File: src/upgma_ram.sv
// Generic single-write, single-read RAM with a registered read port.
// No dependencies.
module upgma_ram #(
   parameter int WIDTH = 32,
   parameter int DEPTH = 64
) (
   input  logic                     clock,
   input  logic                     wr_en,
   input  logic [$clog2(DEPTH)-1:0] wr_addr,
   input  logic [WIDTH-1:0]         wr_data,
   input  logic [$clog2(DEPTH)-1:0] rd_addr,
   output logic [WIDTH-1:0]         rd_data
);

   logic [WIDTH-1:0] mem_ff [DEPTH];

   always_ff @(posedge clock) begin
      if (wr_en) begin
         mem_ff[wr_addr] <= wr_data;
      end
      rd_data <= mem_ff[rd_addr];
   end

endmodule

File: config.mk
export PLATFORM = sky130hd
export DESIGN_NAME = upgma_ram
export DESIGN_NICKNAME = d
export VERILOG_FILES = /design/src/upgma_ram.sv
export SDC_FILE = /design/constraint.sdc
export NUM_CORES = 2
export LEC_CHECK = 0
export ABC_CLOCK_PERIOD_IN_PS = 5600
export BUFFER_PORTS_ARGS = -buffer_cell sky130_fd_sc_hd__buf_2
export CAP_MARGIN = 15
export CORE_MARGIN = 1
export CORE_UTILIZATION = 41
export CTS_CLUSTER_SIZE = 24
export DETAILED_ROUTE_END_ITERATION = 8
export GPL_ROUTABILITY_DRIVEN = 0
export SETUP_SLACK_MARGIN = 0.3
export SLEW_MARGIN = 20
export SYNTH_ARGS = -nofsm -noshare
export SYNTH_HDL_FRONTEND = slang
export SYNTH_SLANG_ARGS = --single-unit
File: constraint.sdc
create_clock -name clock -period 5.6 [get_ports clock]
set_input_delay 1.12 -clock clock [delete_from_list [all_inputs] [get_ports clock]]
set_output_delay 1.12 -clock clock [all_outputs]
set_load 0.02 [all_outputs]
* Yosys cells after proc, flatten, opt, wreduce, memory -nomap -nowiden *
Memories as Yosys holds them, arrays and structs flattened. A register that Yosys moved wholly into a read port is not among the register bits.
Index checks and enable logic that the tools add are counted.

operators by class
  add/subtract/negate cells = 0
  reduce and logical (&&, ||, !) cells = 0
  mux-type cells = 2
  $lt $le $gt $ge = 0
  shifts and indexed selects = 0
  bitwise gates (word level) = 0
  multipliers = 0
  divide/modulo/power cells = 0
  equal/unequal tests = 0

operators with widths
  operator          number
  1-bit 2-to-1 mux  2

word-level totals
  register bits = 0
  bits in writable memories = 2,048
  memory bits (read-only) = 0
  bits in latches = 0
  memories kept = 1

memories
  name    depth  width  read ports  clocked after memory_dff  write ports  RTL line  source
  mem_ff  64     32     1           1                         1            15        logic [WIDTH-1:0] mem_ff [DEPTH];

* Logic depth before layout (Yosys ltp) *
  depth in word-level cells = 2
  gate-level depth with buffers = 10

* Worst setup path before layout *
OpenSTA, ideal clock, no wires.

  path kind = input to register
  start point = input wr_addr[3]
  end point = memory mem_ff[48][0] (enable)
  library setup time = 0.461 ns
  data arrival time = 3.819 ns
  setup slack = 1.320 ns
  data required time = 5.139 ns
  stages on the path = 4
  cell sequence = clkbuf_1 nor2b_1 nand4b_1 nor3_1

RTL lines
  element          RTL line  source
  start, declared  9         input logic [$clog2(DEPTH)-1:0] wr_addr,
  end, declared    15

Straight into the memory's write port.

==> results.txt <==
----------------------------------------------------
[Die]
  Total Die Area ... between 0.15 and 0.2 mm^2
  IO Pins ... approximately 80
  Area inside the core boundary ... roughly 0.19 mm^2
  Initial Util ... about two fifths
  DIE WIDTH ... 440 um
  # rows ... 160
  Die height ... 440 um

[Timing]
  Setup violation total in the final timing report ... 0
  Post-route clock period utilization ... 63.3%
  Number of hold violations in the final report ... 0
  Setup repair after global routing missed its margin ... false
  Clock Skew ... 0.0352 ns
  Worst-margin pin slew ... ~1.1 ns
  Fin. max-slew vios ... 0
  Min cycle time layout ... 3.54 ns
  Worst slew margin relative to its limit ... between 20% and 30%
  Total negative setup slack ... 0 ns
  Max Freq ... 0.282 GHz
  Final WS setup ... around 2 ns

[Logic synthesis]
  Simple-gate share of the synthesized area ... under 10%
  Synthesized area per cell ... between 20 and 25 um^2
  Adder and majority gate portion of the synthesized area ... 0%
  Post-synthesis register bit count ... roughly 2100
  Flip-flop cell with the highest count after synthesis ... sky130_fd_sc_hd__edfxtp_1
  Main combinational cell family by area after synthesis ... multiplexers
  Post-synthesis sequential area ratio ... about four fifths
  Number of nets in the synthesized netlist ... around 3400
  Number of enable-type register cells in the synthesized netlist ... ~2000
  Cell count after synthesis ... 3324
  Synthesized-area fraction occupied by xor and xnor cells ... 0%
  Post-synthesis cell area ... 0.0785 mm^2
  Count of different cell masters after synthesis ... 34
  Compound-cell area share of the yosys netlist ... 1.67%
  Yosys warning total ... 0
  Asr flop ratio synth ... 0%
  Share of synthesized area spent on multiplexers ... between 15 and 20%

[Setup path]
  Arrival @ worst endpoint ... ~4.2 ns
  Number of buffer and inverter stages on the critical path ... 3
  CP startpoint kind ... input port
  Slowest cell on the critical path ... sky130_fd_sc_hd__o22ai_1
  Delay of the slowest cell on the worst path ... roughly 0.57 ns
  Maximum fanout along the worst path ... ~50
  Crit-path leading delay family ... buffers and inverters
  Critical path type ... in -> reg
  Kind of end point of the critical path ... register
  Worst Path Required ... between 6 and 7 ns
  Cell-by-cell listing of the critical path ... buf_8 > buf_4 > buf_4 > mux4_2 > mux4_2 > o22ai_1 > nor2_1

[Clock network]
  TritonCTS clock tree ... built
  Number of sinks on the clock net ... between 2000 and 2500
  Clock-pin slew reported for the worst setup and hold paths after clock tree synthesis ... around 0.060 ns
  Count of hold-fix buffers inserted at cts ... 0
  Clock network latency to the later pin of the worst-skew pair ... 0.84 ns
  Total CTS buffers ... a little over 200
  Deepest level of the CTS H-tree ... 4
  Clk buf depth ... 3
  Number of setup buffers added after CTS ... 0
  Quantity of gates resized following cts ... 0
  Cell at the root of the clock tree ... sky130_fd_sc_hd__clkbuf_16

[Global route]
  Initial antenna violation count ... 5
  Global-route wire length before repair ... about 280000 um
  Final global-route overflow total ... 0
  Via count of the first global-routing pass ... around 37000
  Global Route Usage Sum ... about a fifth
  Pin count of the biggest net entering global routing ... 67

[Drt]
  Via count of the routed design ... approximately 37000
  Drt initial violations ... roughly 3800
  Post-DRT Antenna Nets ... 0
  Total length of routed wires ... 196000 um
  Total iterations of the first detailed-routing run ... 8
  Routed length per placed instance ... between 30 and 40 um
  # DRC ... 0
  Routed vias/inst ... a little under 6

[Layout]
  Most common cell after layout, fill and taps aside ... sky130_fd_sc_hd__edfxtp_1
  Post-Route Utilization ... between 40% and 50%
  Fraction of final layout cells with drive strength greater than 1 ... approximately 31%
  Fill count ... between 15000 and 20000
  Syn-to-layout area delta ... 14.5%
  Footprint of the multi-input gates ... 0.0160 mm^2
  Leading cell types in the layout, fill and taps excluded ... sky130_fd_sc_hd__edfxtp_1, sky130_fd_sc_hd__mux4_2, sky130_fd_sc_hd__clkbuf_16
  Total number of nets in the final design ... around 3600
  Combined flip-flop and latch cell area ... just over 0.06 mm^2

[Flow run]
  Max-cap check violation count ... 0

[Worst hold path]
  HP Class ... in -> reg

[Power]
  Reported leakage power ... about 28 nW
  Pwr dens ... about 360 mW/mm^2
  Maximum VDD drop ... 265 uV

[Status]
  Run status ... complete, no violations

[Place]
  Port bufs ... 77
  Hpwl dp ... ~110000 um
  Worst slack, placed ... around 1.2 ns

----------------------------------------------------
## power by group
part	switching [W]	internal, W	leakage, nW	total, W
Sequential	0.0000809	0.0172	18.7	0.0173
Clock	0.00578	0.00806	3.31	0.0138
Combinational	0.00100	0.000587	5.92	0.00159
Total	0.00686	0.0259	27.9	0.0327
## registers in the layout (all words and copies together) (netlist names)
| register | flops |
|---|---|
| rd_data | 32 |
| mem_ff | 2048 |
## Yosys cell counts, types with 25 or more instances
master,count,area share (%)
sky130_fd_sc_hd__edfxtp_1,2048,78
sky130_fd_sc_hd__mux4_2,544,16
sky130_fd_sc_hd__nor2_1,137,0.65
sky130_fd_sc_hd__mux2i_1,93,1.2
sky130_fd_sc_hd__o22ai_1,84,0.67
sky130_fd_sc_hd__clkbuf_1,74,0.35
sky130_fd_sc_hd__a21oi_1,62,0.40
sky130_fd_sc_hd__buf_2,57,0.36
sky130_fd_sc_hd__dfxtp_1,32,0.82
sky130_fd_sc_hd__o221ai_1,27,0.30
sky130_fd_sc_hd__nand2_1,26,0.12
sky130_fd_sc_hd__buf_4,25,0.24
## path summary, 6_finish.rpt
path                                                from  slack, ns                      end  cells after the start
worst max-delay path                          rd_addr[0]       2.06      rd_data[30]$_DFF_P_                      7
worst min-delay path                          wr_data[7]       0.74  mem_ff[10][7]$_DFFE_PP_                      1
worst max register to register  mem_ff[11][16]$_DFFE_PP_       3.39      rd_data[16]$_DFF_P_                      4
worst min register to register  mem_ff[28][17]$_DFFE_PP_       0.76      rd_data[17]$_DFF_P_                      4
## cell families after synthesis
kind of cell | count (synthesis)
AO/OA/AOI/OAI | 202
AND/OR/NAND/NOR | 223
multiplexers | 637
flip-flops | 2080
buffers and inverters | 182
## metrics by stage
step | power [W] | hold slack, ns | cells | cell area [um^2]
final | 0.0327 | 0.736 | 6281 | 89900
after global routing | 0.0336 | 0.694 | 6279 | 89900
after CTS | 0.0330 | 0.744 | 6278 | 89900
after detailed placement | 0.0193 | 0.741 | 5896 | 83100
after global placement | 0.0192 | 0.724 | 5895 | 83100
after floorplan | 0.0185 | 0.663 | 3324 | 78500
## cell type report
class                   count  share of cell area, %
diodes                      2                0.00557
clock buffers             258                   6.09
clock inverters           124                   1.42
flip-flops and latches   2080                   69.1
multi-input cells        1062                   17.8
well taps                2511                   3.49
repair buffers            244                   2.14
## layer usage
metal	global-route usage, %	part of all wire (%)	vias up
li1	-	-	14800
met1	29.5	43	20100
met2	32.6	48	1376
met3	3.03	6.2	258
met4	5.10	2.3	4
met5	0	0.012	-
Power figures use the tool's default switching activity.
